[src/sv/grey_convert_and_brim_detect_macros.svh]
// Assertion macros shared by gcbd_scan and the top-level RTL file.
// Each macro expects signals named clk and rst in the scope where it is used.
`ifndef GREY_CONVERT_AND_BRIM_DETECT_MACROS_SVH
`define GREY_CONVERT_AND_BRIM_DETECT_MACROS_SVH

// Check cons in the same cycle whenever ante holds.
`define GCBD_ASSERT_SAME(lbl, ante, cons, msg) \
  lbl: assert property (@(posedge clk) disable iff (rst) (ante) |-> (cons)) else $error(msg);

// Check cons in the cycle after ante holds.
`define GCBD_ASSERT_NEXT(lbl, ante, cons, msg) \
  lbl: assert property (@(posedge clk) disable iff (rst) (ante) |=> (cons)) else $error(msg);

`endif

[src/sv/gcbd_pkg.sv]
package gcbd_pkg;

  // Register indexes on the write port
  typedef enum logic [1:0] {
    REG_LINE_WIDTH   = 2'd0,
    REG_DETECT_ROW   = 2'd1,
    REG_SEARCH_LIMIT = 2'd2,
    REG_RUN_LENGTH   = 2'd3
  } reg_index_t;

  localparam logic [11:0] LINE_WIDTH_RST   = 12'd640;
  localparam logic [11:0] DETECT_ROW_RST   = 12'd40;
  localparam logic [11:0] SEARCH_LIMIT_RST = 12'd300;
  localparam logic [3:0]  RUN_LENGTH_RST   = 4'd5;

  // Grey weights and rounding offset
  localparam logic [4:0] W_RED   = 5'd30;
  localparam logic [5:0] W_GREEN = 6'd59;
  localparam logic [3:0] W_BLUE  = 4'd11;
  localparam logic [5:0] GREY_ROUND = 6'd50;

  // x / 100 for x < 25600 as (x * 5243) >> 19
  localparam logic [12:0] GREY_RECIP = 13'd5243;
  localparam int unsigned GREY_SHIFT = 19;

  // x / 3 for x < 768 as (x * 683) >> 11
  localparam logic [9:0]  MEAN_RECIP = 10'd683;
  localparam int unsigned MEAN_SHIFT = 11;

  localparam logic [11:0] ROW_MAX = 12'd4095;
  localparam logic [3:0]  RUN_MAX = 4'd15;

  typedef struct packed {
    logic [11:0] line_width;
    logic [11:0] detect_row;
    logic [11:0] search_limit;
    logic [3:0]  run_length;
  } cfg_t;

  typedef struct packed {
    logic        found;
    logic [11:0] column;
    logic        failed;
  } scan_res_t;

endpackage

[src/sv/gcbd_if.sv]
interface gcbd_pix_if;
  logic       valid;
  logic       ready;
  logic [7:0] red;
  logic [7:0] green;
  logic [7:0] blue;
  logic       frame_start;

  modport source (output valid, red, green, blue, frame_start, input ready);
  modport sink (input valid, red, green, blue, frame_start, output ready);
endinterface

interface gcbd_res_if;
  logic        valid;
  logic        ready;
  logic [7:0]  grey;
  logic        brim_found;
  logic [11:0] brim_column;
  logic        search_failed;

  modport source (output valid, grey, brim_found, brim_column, search_failed, input ready);
  modport sink (input valid, grey, brim_found, brim_column, search_failed, output ready);
endinterface

[src/sv/gcbd_grey.sv]
module gcbd_grey (
  input  logic       clk,
  input  logic       en,
  input  logic [7:0] red,
  input  logic [7:0] green,
  input  logic [7:0] blue,
  input  logic       frame_start,
  output logic [7:0] grey,
  output logic       grey_frame_start
);
  import gcbd_pkg::*;

  logic [14:0] wsum;
  logic [27:0] prod;

  // 30R + 59G + 11B + 50 stays below 25600
  always_comb begin
    wsum = 15'(red * W_RED) + 15'(green * W_GREEN) + 15'(blue * W_BLUE) + 15'(GREY_ROUND);
    prod = 28'(wsum) * 28'(GREY_RECIP);
  end

  always_ff @(posedge clk) begin
    if (en) begin
      grey             <= prod[GREY_SHIFT +: 8];
      grey_frame_start <= frame_start;
    end
  end

endmodule

[src/sv/gcbd_scan.sv]
`include "grey_convert_and_brim_detect_macros.svh"

module gcbd_scan (
  input  logic              clk,
  input  logic              rst,
  input  logic              adv,
  input  logic [7:0]        grey,
  input  logic              frame_start,
  input  gcbd_pkg::cfg_t    cfg,
  output gcbd_pkg::scan_res_t res
);
  import gcbd_pkg::*;

  logic [11:0] column_count, row_count;
  logic [7:0]  recent0, recent1;
  logic [7:0]  previous_mean;
  logic [3:0]  decrease_run;
  logic        search_done;

  logic [11:0] col_e, row_e, idx;
  logic [7:0]  prev_e, mean;
  logic [3:0]  run_e;
  logic        done_e, eor, active;
  logic [9:0]  mean_sum;
  logic [19:0] mean_prod;

  logic [11:0] column_count_next, row_count_next;
  logic [7:0]  previous_mean_next;
  logic [3:0]  decrease_run_next;
  logic        search_done_next;

  always_comb begin
    // frame start clears position and search before this pixel
    col_e  = frame_start ? '0 : column_count;
    row_e  = frame_start ? '0 : row_count;
    prev_e = frame_start ? '0 : previous_mean;
    run_e  = frame_start ? '0 : decrease_run;
    done_e = frame_start ? 1'b0 : search_done;

    eor    = (13'(col_e) + 13'd1) >= 13'(cfg.line_width);
    active = (row_e == cfg.detect_row) && !done_e;
    idx    = col_e - 12'd2;

    mean_sum  = 10'(recent1) + 10'(recent0) + 10'(grey);
    mean_prod = 20'(mean_sum) * 20'(MEAN_RECIP);
    mean      = mean_prod[MEAN_SHIFT +: 8];

    res                = '0;
    previous_mean_next = prev_e;
    decrease_run_next  = run_e;

    if (active && col_e >= 12'd2) begin
      if (idx >= cfg.search_limit) begin
        res.failed = 1'b1;
      end else begin
        if (idx == '0 || mean >= prev_e) begin
          decrease_run_next = '0;
        end else if (run_e < RUN_MAX) begin
          decrease_run_next = run_e + 4'd1;
        end
        previous_mean_next = mean;
        if (decrease_run_next >= cfg.run_length) begin
          res.found  = 1'b1;
          res.column = idx;
        end else if ((13'(idx) + 13'd1) >= 13'(cfg.search_limit)) begin
          res.failed = 1'b1;
        end
      end
    end
    // row ran out before the search finished
    if (active && !res.found && !res.failed && eor) begin
      res.failed = 1'b1;
    end
    search_done_next = done_e | (active & (res.found | res.failed));

    if (eor) begin
      column_count_next = '0;
      row_count_next    = (row_e < ROW_MAX) ? row_e + 12'd1 : row_e;
    end else begin
      column_count_next = col_e + 12'd1;
      row_count_next    = row_e;
    end
  end

  always_ff @(posedge clk) begin
    if (rst) begin
      column_count  <= '0;
      row_count     <= '0;
      recent0       <= '0;
      recent1       <= '0;
      previous_mean <= '0;
      decrease_run  <= '0;
      search_done   <= 1'b0;
    end else if (adv) begin
      column_count  <= column_count_next;
      row_count     <= row_count_next;
      recent1       <= recent0;
      recent0       <= grey;
      previous_mean <= previous_mean_next;
      decrease_run  <= decrease_run_next;
      search_done   <= search_done_next;
    end
  end

  `GCBD_ASSERT_SAME(a_single_report, adv && search_done && !frame_start, !res.found && !res.failed, "second report in one frame")
  `GCBD_ASSERT_SAME(a_column_in_limit, adv && res.found, res.column < cfg.search_limit, "brim column beyond search limit")
  `GCBD_ASSERT_NEXT(a_row_step, adv && !frame_start && eor && row_count < ROW_MAX, row_count == $past(row_count) + 12'd1, "row count missed a row end")

endmodule

[src/sv/grey_convert_and_brim_detect.sv]
// Grey conversion with left-brim scan.
// pixel (sink): one RGB word per pixel in raster order; frame_start marks the
//   first pixel of a frame and restarts position and search.
// result (source): one word per pixel: grey = (30R+59G+11B+50)/100, plus
//   brim_found / brim_column and search_failed, each raised at most once per
//   frame on the pixel that decides the scan of the detect row.
// wr_en / wr_index / wr_data: register writes (line width, detect row, search
//   limit, run length); write only while no pixel is in flight.
// Throughput: one pixel per cycle unless a result waits with result.ready low, set by a
//   three-register pipeline (input, grey, result) that advances together.
// Path: a taken pixel passes the input, grey and result registers in that order.
// Reset: synchronous; empties the pipeline, loads register defaults and clears
//   position, history and search state as at a frame start.
// Stall: while a result waits with result.ready low the whole pipeline holds
//   and pixel.ready drops; pixel.ready follows result.ready combinationally.
`include "grey_convert_and_brim_detect_macros.svh"

module grey_convert_and_brim_detect (
  input  logic        clk,
  input  logic        rst,
  gcbd_pix_if.sink    pixel,
  gcbd_res_if.source  result,
  input  logic        wr_en,
  input  logic [1:0]  wr_index,
  input  logic [11:0] wr_data
);
  import gcbd_pkg::*;

  cfg_t        cfg;
  logic        stall;
  logic        s1_valid, s2_valid, out_valid;
  logic [7:0]  s1_red, s1_green, s1_blue;
  logic        s1_fs;
  logic [7:0]  s2_grey;
  logic        s2_fs;
  logic        scan_adv;
  scan_res_t   scan_res;
  logic [7:0]  out_grey;
  scan_res_t   out_res;

  // Hold every stage while the result register is full and not taken
  assign stall       = out_valid && !result.ready;
  assign pixel.ready = !stall;
  assign scan_adv    = !stall && s2_valid;

  // Register file
  always_ff @(posedge clk) begin
    if (rst) begin
      cfg.line_width   <= LINE_WIDTH_RST;
      cfg.detect_row   <= DETECT_ROW_RST;
      cfg.search_limit <= SEARCH_LIMIT_RST;
      cfg.run_length   <= RUN_LENGTH_RST;
    end else if (wr_en) begin
      case (reg_index_t'(wr_index))
        REG_LINE_WIDTH:   cfg.line_width   <= wr_data;
        REG_DETECT_ROW:   cfg.detect_row   <= wr_data;
        REG_SEARCH_LIMIT: cfg.search_limit <= wr_data;
        REG_RUN_LENGTH:   cfg.run_length   <= wr_data[3:0];
        default: ;
      endcase
    end
  end

  // Valid bits advance together
  always_ff @(posedge clk) begin
    if (rst) begin
      s1_valid  <= 1'b0;
      s2_valid  <= 1'b0;
      out_valid <= 1'b0;
    end else if (!stall) begin
      s1_valid  <= pixel.valid;
      s2_valid  <= s1_valid;
      out_valid <= s2_valid;
    end
  end

  // Input register
  always_ff @(posedge clk) begin
    if (!stall && pixel.valid) begin
      s1_red   <= pixel.red;
      s1_green <= pixel.green;
      s1_blue  <= pixel.blue;
      s1_fs    <= pixel.frame_start;
    end
  end

  gcbd_grey u_grey (
    .clk              (clk),
    .en               (!stall && s1_valid),
    .red              (s1_red),
    .green            (s1_green),
    .blue             (s1_blue),
    .frame_start      (s1_fs),
    .grey             (s2_grey),
    .grey_frame_start (s2_fs)
  );

  gcbd_scan u_scan (
    .clk         (clk),
    .rst         (rst),
    .adv         (scan_adv),
    .grey        (s2_grey),
    .frame_start (s2_fs),
    .cfg         (cfg),
    .res         (scan_res)
  );

  // Result register
  always_ff @(posedge clk) begin
    if (scan_adv) begin
      out_grey <= s2_grey;
      out_res  <= scan_res;
    end
  end

  assign result.valid         = out_valid;
  assign result.grey          = out_grey;
  assign result.brim_found    = out_res.found;
  assign result.brim_column   = out_res.column;
  assign result.search_failed = out_res.failed;

  `GCBD_ASSERT_SAME(a_found_xor_failed, result.valid, !(result.brim_found && result.search_failed), "found and failed on one word")
  `GCBD_ASSERT_SAME(a_column_zero, result.valid && !result.brim_found, result.brim_column == 12'd0, "brim column set without a find")
  `GCBD_ASSERT_SAME(a_result_source, $rose(out_valid), $past(s2_valid), "result appeared without a grey stage word")

endmodule
[src/flat_wrapper.sv]
// flat-port wrapper written by rule: the top's interface ports become plain ports
module grey_convert_and_brim_detect_flat import gcbd_pkg::*;
  (clk, rst, wr_en, wr_index, wr_data, pixel_valid, pixel_red, pixel_green, pixel_blue, pixel_frame_start, pixel_ready, result_valid, result_grey, result_brim_found, result_brim_column, result_search_failed, result_ready);
  gcbd_pix_if pixel_i ();
  gcbd_res_if result_i ();
  input  logic clk;
  input  logic rst;
  input  logic wr_en;
  input  logic [1:0] wr_index;
  input  logic [11:0] wr_data;
  input wire logic [$bits(pixel_i.valid)-1:0] pixel_valid;
  input wire logic [$bits(pixel_i.red)-1:0] pixel_red;
  input wire logic [$bits(pixel_i.green)-1:0] pixel_green;
  input wire logic [$bits(pixel_i.blue)-1:0] pixel_blue;
  input wire logic [$bits(pixel_i.frame_start)-1:0] pixel_frame_start;
  output wire logic [$bits(pixel_i.ready)-1:0] pixel_ready;
  output wire logic [$bits(result_i.valid)-1:0] result_valid;
  output wire logic [$bits(result_i.grey)-1:0] result_grey;
  output wire logic [$bits(result_i.brim_found)-1:0] result_brim_found;
  output wire logic [$bits(result_i.brim_column)-1:0] result_brim_column;
  output wire logic [$bits(result_i.search_failed)-1:0] result_search_failed;
  input wire logic [$bits(result_i.ready)-1:0] result_ready;
  assign pixel_i.valid = pixel_valid;
  assign pixel_i.red = pixel_red;
  assign pixel_i.green = pixel_green;
  assign pixel_i.blue = pixel_blue;
  assign pixel_i.frame_start = pixel_frame_start;
  assign pixel_ready = pixel_i.ready;
  assign result_valid = result_i.valid;
  assign result_grey = result_i.grey;
  assign result_brim_found = result_i.brim_found;
  assign result_brim_column = result_i.brim_column;
  assign result_search_failed = result_i.search_failed;
  assign result_i.ready = result_ready;
  grey_convert_and_brim_detect u_core (.clk(clk), .rst(rst), .pixel(pixel_i), .result(result_i), .wr_en(wr_en), .wr_index(wr_index), .wr_data(wr_data));
endmodule
[config.mk]
export PLATFORM = sky130hd
export DESIGN_NAME = grey_convert_and_brim_detect_flat
export DESIGN_NICKNAME = d
export VERILOG_FILES = /design/src/sv/gcbd_pkg.sv /design/src/sv/gcbd_if.sv /design/src/sv/gcbd_grey.sv /design/src/sv/gcbd_scan.sv /design/src/sv/grey_convert_and_brim_detect.sv /design/src/flat_wrapper.sv
export VERILOG_INCLUDE_DIRS = /design/src /design/src/sv
export SDC_FILE = /design/constraint.sdc
export NUM_CORES = 1
export LEC_CHECK = 0
export ABC_CLOCK_PERIOD_IN_PS = 12700
export BUFFER_PORTS_ARGS = -buffer_cell sky130_fd_sc_hd__buf_2
export CORE_MARGIN = 2
export CORE_UTILIZATION = 54
export CTS_BUF_LIST = sky130_fd_sc_hd__clkbuf_8
export DETAILED_ROUTE_END_ITERATION = 8
export PLACE_DENSITY = 0.71
export SYNTH_ARGS = -nofsm -noshare
export SYNTH_HDL_FRONTEND = slang
export SYNTH_SLANG_ARGS = --single-unit
[constraint.sdc]
create_clock -name clk -period 12.7 [get_ports clk]
set_input_delay 1.905 -clock clk [delete_from_list [all_inputs] [get_ports clk]]
set_output_delay 1.905 -clock clk [all_outputs]
set_load 0.1 [all_outputs]
=== After elaboration in Yosys (flattened, before gate mapping) ===
Cells that the tools add are included.

* Flip-flop bits (word level): 152
* Input bits: 44
* Output and inout bits: 24
* Word-level logic and storage cells: 102

* Add/sub/neg operators: 11
* $mul: 5
* Order comparisons: 8
* Equality and inequality tests: 4
* Multiplexer cells: 23
* Bitwise logic cells: 5
* Reduce and logical (&&, ||, !) cells: 22

{| class="wikitable"
|+ Operator list
! kind !! count
|-
| $mux W12 || 5
|-
| $mux W4 || 7
|-
| $mul A15 B13 Y27 const B || 1
|-
| $add A12 B1 Y13 const B || 2
|-
| $ge A13 B12 Y1 || 2
|-
| $mux W13 || 2
|-
| $add A12 B1 Y12 const B || 2
|-
| $mul A8 B4 Y12 const B || 2
|-
| $mux W8 || 3
|-
| $mul A10 B10 Y19 const B || 1
|-
| $add A13 B14 Y15 || 1
|-
| $add A15 B12 Y15 || 1
|-
| $add A15 B6 Y15 const B || 1
|-
| $mul A8 B6 Y14 const B || 1
|-
| $mux W14 || 1
|-
| $eq A12 B12 Y1 || 1
|-
| $ge A12 B12 Y1 || 1
|-
| $ge A12 B2 Y1 const B || 1
|-
| $logic_not A12 Y1 || 1
|-
| $lt A12 B12 Y1 const B || 1
|-
| $sub A12 B2 Y12 const B || 1
|-
| $add A9 B8 Y10 || 1
|-
| $add A8 B8 Y9 || 1
|-
| $logic_and A1 B1 Y1 || 9
|-
| other kinds (15) || 29
|}

=== Depth between registers and ports, before layout ===
Gate-level depths: netlist of the first run.

* Depth after elaboration: 20
* Gate-level depth with buffers: 46

=== Cells and area by module ===
A second synthesis of the first run with hierarchy kept.

* Cells, all modules: 1,758
* Area, all modules: 16,587.2 um2

{| class="wikitable"
|+ Modules (own cells, without submodules)
! module !! times used !! cells an instance !! area an instance (um2) !! sequential area each (um2)
|-
| gcbd_grey || 1 || 716 || 7,008.0 || 270.3
|-
| gcbd_scan || 1 || 806 || 6,612.6 || 1,061.0
|-
| grey_convert_and_brim_detect || 1 || 236 || 2,966.6 || 2,272.2
|}

=== Worst setup path before layout of the first run ===
No wires, ideal clock.

* Kind: reg-to-reg
* Start: register u_core.s1_red[0]
* End: register u_core.u_grey.grey[7] (data pin)
* Setup time: 0.268 ns
* Data arrival time: 9.843 ns
* Data required time: 12.432 ns
* Path slack: 2.589 ns
* Cell stages (with the launch flop): 38
* Clock period less this slack: 10.111 ns
* Path through: edfxtp_1 -> fa_1 -> inv_1 -> fa_1 -> inv_1 -> fa_1 -> xor2_1 -> fa_1 -> fa_1 -> inv_1 -> fa_1 -> inv_1 -> fa_1 -> ha_1 -> o21ai_0 -> a21boi_0 -> o41ai_1 -> o21ai_0 -> [... 2 more ...] -> inv_1 -> fa_1 -> inv_1 -> ha_1 -> fa_1 -> inv_1 -> fa_1 -> inv_1 -> fa_1 -> ha_1 -> o21ai_0 -> a21oi_1 -> a21oi_1 -> o21ai_0 -> nor2_1 -> o2111ai_1 -> a21oi_1 -> xnor3_1

* Word-level cells in the longest chain between the ends: 5

{| class="wikitable"
|+ RTL lines
! item !! line !! text
|-
| start, declared || grey_convert_and_brim_detect.sv:32 || <nowiki>logic [7:0] s1_red, s1_green, s1_blue;</nowiki>
|-
| start signal, assigned || grey_convert_and_brim_detect.sv:80 || <nowiki>s1_red <= pixel.red;</nowiki>
|-
| $mul A8 B4 Y12 || gcbd_grey.sv:18 || <nowiki>wsum = 15'(red * W_RED) + 15'(green * W_GREEN) + 15'(blue * W_BLUE) + 15'(GREY_ROUND);</nowiki>
|-
| $add A13 B14 Y15 || gcbd_grey.sv:18 ||
|-
| $add A15 B12 Y15 || gcbd_grey.sv:18 ||
|-
| $add A15 B6 Y15 || gcbd_grey.sv:18 ||
|-
| $mul A15 B13 Y27 || gcbd_grey.sv:19 || <nowiki>prod = 28'(wsum) * 28'(GREY_RECIP);</nowiki>
|-
| via u_core.u_grey.prod[26] || gcbd_grey.sv:14 || <nowiki>logic [27:0] prod;</nowiki>
|-
| end signal, assigned || gcbd_grey.sv:24 || <nowiki>grey <= prod[GREY_SHIFT +: 8];</nowiki>
|-
| end, declared || gcbd_grey.sv:8 || <nowiki>output logic [7:0] grey,</nowiki>
|}

The timed path passes the listed nets, and every way through them passes these cells.
A chain may end at the register's enable or synchronous reset.

=== Worst setup path after layout of the first run ===
Same ends and word-level chain as after synthesis.

==> impl_metrics.toml, run 1 <==
[outcome]
status = "finished clean"

[floorplan]
ios = 68
die_w_um = 177
rows = 63
dieArea_um2 = 31400
core_area_um2 = 29600
start_util = 0.548
die_h_um = 177

[cells_and_area]
final_nets = 2260
num-fill-cells = 2625
final_layout_size_suffix_gt1_frac = 0.0717
multi_input_area_um2 = 11200
seq_area_um2 = 3600
insertedDiodeCount = 0
area_growth_pct = 6.54
final_cell_mix = "inv_1 (319), ha_1 (283), nand2_1 (164)"
layout_commonest_cell = "inv_1"

[placed_design]
finalWeightedCongestion = 0.878
port_buffers = 67
place.detailed.hpwl_mm = 27.6

[synth]
synth.distinct_cells = 77
async_reset_ff_frac = 0
syn_nets = 2210
synth_edf_count = 56
synthesis.area_um2 = 16200
synth_top_area_cell = "ha_1"
yosysTopAreaCellShare = 0.218
yosysSeqAreaShare = 0.222
synth.avg_cell_area_um2 = 9.42
syn_inst = 1721
ys_top_cells_by_area = "ha_1 (22%), fa_1 (20%), dfxtp_1 (12%)"
ys_ff_latch = 152
ys_warn_count = 0
ys.flop_type = "dfxtp_1"

[route]
postRouteAntennaNets = 0
vias = 11700
wl_per_cell_um = 15.4
drt-total-wl_mm = 33.5
first_iter_violations = 659
drc_errors = 0
viasPerCell = 5.40
drt_pass1_iterations = 5

[critical_path]
crit_required_ps = 12920
end_kind = "register"
worst_path_max_delay_cell = "xnor2_1"
worstRegToRegCells = 37
cp.arrival_ps = 11120
crit_type = "reg2reg"
start_kind = "register"
crit_fanout = 7
cpMostUsedCell = "fa_1"
slowest_delay_ps = 700

[timing]
min_period_ps = 10900
max-slew-margin-rel = 0.152
hold_viol = 0
fin_skew_ps = 15.5
fin_setup_tns_ps = 0
tightest_slew_ps = 1270
final-setup-viol-count = 0
fmax_mhz = 91.8
fin_crit_sh = 0.858
slew_violations = 0
rsz0062_at_grt = "no"

[global_routing]
grt_pass1_wl_mm = 56.1
grt_max_degree = 90
grt_use_total = 0.224
grt_pass1_vias = 11700
overflow = 0
antenna_found_initial = 0

[cts]
post_cts_resize_count = 0
cts_root_buf = "clkbuf_8"
postCtsSetupRepairBufs = 0
cts_tree = "done"
holdBufCountCts = 0
numCtsBuffers = 17
numClockSinks = 152
cts.clk_slew.worst_paths_ps = 100
worstSkewPairLatency_ps = 470
cts_buffer_depth = 2
htreeDepth = 4

[min_path]
hold_path.class = "reg2reg"
hold_depth = 0

[flow_run]
cap_viol_max_count = 0
state kept, by name (all words and copies together) (netlist names), 4 cells and up:
register and count:
u_core.cfg 40, u_core.result.brim_column 12, u_core.result.grey 8, u_core.s1_blue 8, u_core.s1_green 8, u_core.s1_red 8, u_core.u_grey.grey 8, u_core.u_scan.column_count 12
u_core.u_scan.decrease_run 4, u_core.u_scan.previous_mean 8, u_core.u_scan.recent0 8, u_core.u_scan.recent1 8, u_core.u_scan.row_count 12
critical path, delay by kind of cell (launching register included):
family                   cells  cell delay (ps)
AND/OR/NAND/NOR              2              290
buffers and inverters        8              510
AO/OA/AOI/OAI               10             1890
XOR/XNOR                     3             1130
flip-flops                   1              480
adder cells (fa/ha/maj)     14             6340
metal layers:
metal  share of wire  GRT usage  up-vias
met5               0          0        -
met4           0.020     0.0634        0
met3           0.038     0.0320       42
met2            0.48      0.380      224
met1            0.46      0.298     5663
li1                -          -     5816
area by class of cell:
class / count / share of cell area
Sequential cell: 152 / 0.209
Multi-Input combinational cell: 1207 / 0.648
Inverter: 320 / 0.0696
Clock inverter: 14 / 0.00899
Tap cell: 390 / 0.0283
Clock buffer: 18 / 0.0143
Timing Repair Buffer: 73 / 0.0220
metrics by stage:
step	util	area (um2)	hold WS (ps)	std cells	setup WS, ps
6_report	0.584	17300	441	2174	1810
5_1_grt	0.584	17300	454	2174	1190
4_1_cts	0.584	17300	442	2174	1730
3_5_place_dp	0.570	16900	416	2142	1760
3_3_place_gp	0.570	16900	403	2142	2030
2_1_floorplan	-	16200	400	1721	2590
path summary, 6_finish.rpt:
check	from	end	slack (ps)
setup / recovery	u_core.s1_red[0]	u_core.u_grey.grey[7]	1810
hold / removal	u_core.s1_fs	u_core.u_grey.grey_frame_start	440
setup reg to reg	u_core.s1_red[0]	u_core.u_grey.grey[7]	1810
hold reg to reg	u_core.s1_fs	u_core.u_grey.grey_frame_start	440
cells in the mapped netlist, types with 23 or more instances:
library cell	number
inv_1	319
ha_1	283
nand2_1	164
fa_1	162
a21oi_1	109
dfxtp_1	96
nor2_1	85
edfxtp_1	56
xnor2_1	52
o21ai_0	38
nand3_1	35
clkbuf_1	26
xor2_1	23
kinds of logic after synthesis:
kind of cell | Yosys count | synth area share
compound gates | 267 | 0.104
flops | 152 | 0.222
mux | 6 | 0.00386
simple gates | 413 | 0.121
buf+inv | 362 | 0.0875
xor+xnor | 76 | 0.0419
fa+ha+maj | 445 | 0.419
Power of run 1 is not shown: default switching activity piles up to over one toggle a cycle in this logic, so the estimate is an artifact.
==> run 2, diff against run 1 <==
Settings changed: GPL_TIMING_DRIVEN from default to 0.
==> run 2 against run 1 <==
- clock skew down 0.54 ps
- final cell count rose by 1.6%
- register-to-register slack lost 490 ps
- die area stayed put
- via count up 2.1%
- global-route usage rose by 0.90 points
- sequential share of layout area shrank 0.20 points
- maximum frequency fell by 4.3%
- design area up 0.96%
- clock-buffer cell count fell by 1
- critical path depth unchanged
==> impl_metrics.toml, run 2 (synthesized netlist as in run 1, its figures left out) <==
[placed_design]
dp.cells = 2177
finalWeightedCongestion = 0.952
port_buffers = 66
place.detailed.hpwl_mm = 29.0
place_worst_setup_slack_ps = 1320

[critical_path]
cpMostUsedCell = "fa_1"
crit_type = "reg2reg"
crit_fanout = 7
slowest_delay_ps = 750
crit_required_ps = 12890
worst_path_max_delay_cell = "xnor2_1"
cp.arrival_ps = 11570
end_kind = "register"
start_kind = "register"
worstRegToRegCells = 37

[cells_and_area]
largest_reg_flops = 40
final_cells = 2209
final_cell_mix = "inv_1 (321), ha_1 (283), nand2_1 (164)"
top_register = "u_core.cfg"
layout_commonest_cell = "inv_1"
final_layout_size_suffix_gt1_frac = 0.0726
area_growth_pct = 7.57
final_nets = 2295
insertedDiodeCount = 0

[global_routing]
grt_use_total = 0.233
grt_max_degree = 32
grt_pass1_wl_mm = 58.0
grt_pass1_vias = 11800
antenna_found_initial = 0
overflow = 0

[floorplan]
start_util = 0.548
dieArea_um2 = 31400
ios = 68
die_w_um = 177
rows = 63
die_h_um = 177
core_area_um2 = 29600

[route]
postRouteAntennaNets = 0
drt_pass1_iterations = 5
drt-total-wl_mm = 34.4
vias = 12000
wl_per_cell_um = 15.6
drc_errors = 0
viasPerCell = 5.43
first_iter_violations = 701

[cts]
cts.clk_slew.worst_paths_ps = 90
cts_root_buf = "clkbuf_8"
htreeDepth = 4
cts_tree = "done"
post_cts_resize_count = 0
worstSkewPairLatency_ps = 480
holdBufCountCts = 0
postCtsSetupRepairBufs = 0
numClockSinks = 152
numCtsBuffers = 17
cts_buffer_depth = 2

[timing]
tightest_slew_ps = 1150
final-setup-viol-count = 0
fin_setup_tns_ps = 0
hold_viol = 0
slew_violations = 0
max-slew-margin-rel = 0.233
rsz0062_at_grt = "no"
fmax_mhz = 87.9
min_period_ps = 11380
layout_setup_ws_ps = 1320
fin_skew_ps = 15.0
fin_crit_sh = 0.896

[min_path]
hold_path.class = "reg2reg"
hold_depth = 2

[flow_run]
cap_viol_max_count = 0

[outcome]
status = "finished clean"
-- run 2: cell count changes in the layout (fill, tap and decap cells not counted), sizes merged --
cell,delta
clkbuf,+26
bufinv,+1
buf,+8
clkinvlp,+1
clkinv,-1
-- run 2: routing by layer --
| metal | part of all wire | vias to the layer above | track usage |
|---|---|---|---|
| li1 | - | 5903 | - |
| met2 | 0.48 | 244 | 0.383 |
| met1 | 0.46 | 5789 | 0.322 |
| met3 | 0.044 | 58 | 0.0266 |
| met5 | 0 | - | 0 |
| met4 | 0.023 | 0 | 0.0754 |
-- run 2: worst max-delay path: cells and delay by family, from the launching register on --
family / cells / cell delay [ps]
XOR/XNOR: 3 / 1280
AND/OR/NAND/NOR: 2 / 300
buffers and inverters: 8 / 530
flip-flops: 1 / 490
AO/OA/AOI/OAI: 10 / 2110
adder cells (fa/ha/maj): 14 / 6370
-- run 2: through the flow --
stage,area [um2],hold slack [ps],utilization
after floorplan,16200,400,-
after global placement,17000,437,0.576
after detailed placement,17000,444,0.576
after CTS,17400,460,0.590
after global routing,17400,484,0.590
final,17400,458,0.590
-- run 2: final cells by class --
| class | count | area [um2] |
|---|---|---|
| fillers | 2579 | 12100 |
| multi-input cells | 1207 | 11200 |
| flip-flops and latches | 152 | 3600 |
| inverters | 320 | 1200 |
| well taps | 390 | 488 |
| repair buffers | 66 | 330 |
| clock buffers | 17 | 234 |
| plain buffers | 42 | 219 |
| clock inverters | 15 | 173 |
-- run 2: worst paths after layout --
check                                               from                        to  slack [ps]
worst max-delay path                    u_core.s1_red[0]     u_core.u_grey.grey[7]        1320
worst min-delay path            u_core.u_scan.recent1[7]  u_core.u_scan.recent1[7]         460
worst max register to register          u_core.s1_red[0]     u_core.u_grey.grey[7]        1320
worst min register to register  u_core.u_scan.recent1[7]  u_core.u_scan.recent1[7]         460
Power of run 2 is left out for the same reason.
==> run 3, diff against run 2 <==
Settings changed: CORE_MARGIN 2 to 4, HOLD_SLACK_MARGIN from default to 0.1, RECOVER_POWER from default to 25.
==> run 3 against run 2 <==
- worst setup slack better by 13 ps
- design area down 0.18%
- sequential share of layout area about the same
- first-iteration DRC count down 13%
- maximum frequency up 0.11%
- flip-flop and latch count unchanged
- clock-buffer cell count unchanged
- worst hold slack better by 2.0 ps
- via count up 0.33%
- non-clock buffer count unchanged
- core utilization down 0.26 points
- register-to-register slack about the same
- critical endpoint unchanged
==> impl_metrics.toml, run 3 (synthesized netlist as in run 1, its figures left out) <==
[min_path]
min_from = "u_core.cfg[31]"
hold_path.class = "reg2reg"
hold_depth = 2
whs_endpoint = "u_core.cfg[31]"

[cts]
cts_root_buf = "clkbuf_8"
post_cts_resize_count = 0
cts.clk_slew.worst_paths_ps = 100
numClockSinks = 152
cts_tree = "done"
htreeDepth = 4
cts_buffer_depth = 2
numCtsBuffers = 17
worstSkewPairLatency_ps = 480
holdBufCountCts = 0
postCtsSetupRepairBufs = 0

[timing]
final-setup-viol-count = 0
fin_skew_ps = 21.1
max-slew-margin-rel = 0.231
layout_setup_ws_ps = 1330
min_period_ps = 11370
slew_violations = 0
hold_viol = 0
fmax_mhz = 88.0
fin_setup_tns_ps = 0
fin_crit_sh = 0.895
tightest_slew_ps = 1150
rsz0062_at_grt = "no"

[cells_and_area]
top_register = "u_core.cfg"
post-route-util = 0.587
insertedDiodeCount = 0
num-fill-cells = 2631
fin_area_um2 = 17400
seq_area_um2 = 3600
final_layout_size_suffix_gt1_frac = 0.0715
largest_reg_flops = 40
final_nets = 2295
final_cell_mix = "inv_1 (320), ha_1 (283), nand2_1 (164)"
layout_commonest_cell = "inv_1"
area_growth_pct = 7.37
multi_input_area_um2 = 11200

[flow_run]
cap_viol_max_count = 0

[global_routing]
met3_usage = 0.0302
grt_max_degree = 32
top_usage_layer = "met2"
grtUsageMet2 = 0.366
grt_use_total = 0.218
met1_usage = 0.300
overflow = 0
grt_pass1_wl_mm = 59.1
antenna_found_initial = 0
grt_pass1_vias = 12100

[critical_path]
ff2ff_setup_slack_ps = 1330
slowest_delay_ps = 780
crit_fanout = 7
critical_path_buf_inv_count = 8
end_kind = "register"
cpMostUsedCell = "fa_1"
crit_type = "reg2reg"
worstRegToRegCells = 37
r2r_end = "u_core.u_grey.grey[7]"
start_kind = "register"
r2r_start = "u_core.s1_red[0]"
crit_required_ps = 12890
worst_path_max_delay_cell = "xnor2_1"
critPathTopFamily = "adder cells"
cp.arrival_ps = 11560
worst-path-stages = 37

[route]
postRouteAntennaNets = 0
drt_pass1_iterations = 9
drt-total-wl_mm = 34.8
wl_per_cell_um = 15.8
viasPerCell = 5.45
vias = 12000
drc_errors = 0
first_iter_violations = 607

[floorplan]
dieArea_um2 = 32800
die_w_um = 181
rows = 63
die_h_um = 181
core_area_um2 = 29600
start_util = 0.547
ios = 68

[placed_design]
port_buffers = 66
placedInstanceArea_um2 = 17000
place.detailed.hpwl_mm = 29.2
finalWeightedCongestion = 0.937
place_worst_setup_slack_ps = 1380

[outcome]
status = "finished clean"
-- run 3: layout make-up --
class / instances / share of cell area
tap: 390 / 0.0280
clock buffer: 17 / 0.0134
inverter: 320 / 0.0690
multi-input combinational: 1207 / 0.643
buffer: 42 / 0.0116
clock inverter: 15 / 0.00920
timing repair buffer: 66 / 0.0189
sequential: 152 / 0.207
-- run 3: worst max path at each step --
stage | from | to
global placement | u_core.s1_red[0] | u_core.u_grey.grey[7]
detailed placement | u_core.s1_red[0] | u_core.u_grey.grey[7]
floorplan | u_core.s1_red[0] | u_core.u_grey.grey[7]
CTS | u_core.s1_red[0] | u_core.u_grey.grey[7]
finish | u_core.s1_red[0] | u_core.u_grey.grey[7]
global route | u_core.s1_red[0] | u_core.u_grey.grey[7]
-- run 3: metrics by stage --
stage,hold WS [ps],cells
global route,480,2209
detailed placement,446,2177
global placement,432,2177
floorplan,400,1721
finish,460,2209
CTS,460,2209
-- run 3: routing by layer --
layer | up-vias | share of wire
met1 | 5809 | 0.44
met2 | 290 | 0.48
met3 | 48 | 0.059
met4 | 0 | 0.018
met5 | - | 0
li1 | 5886 | -
-- run 3: tightest hold or removal path: stages (launching register included) --
cell	delay, ps
dfxtp_1	320
nand2_1	50
a21oi_1	50
Power of run 3 is left out for the same reason.
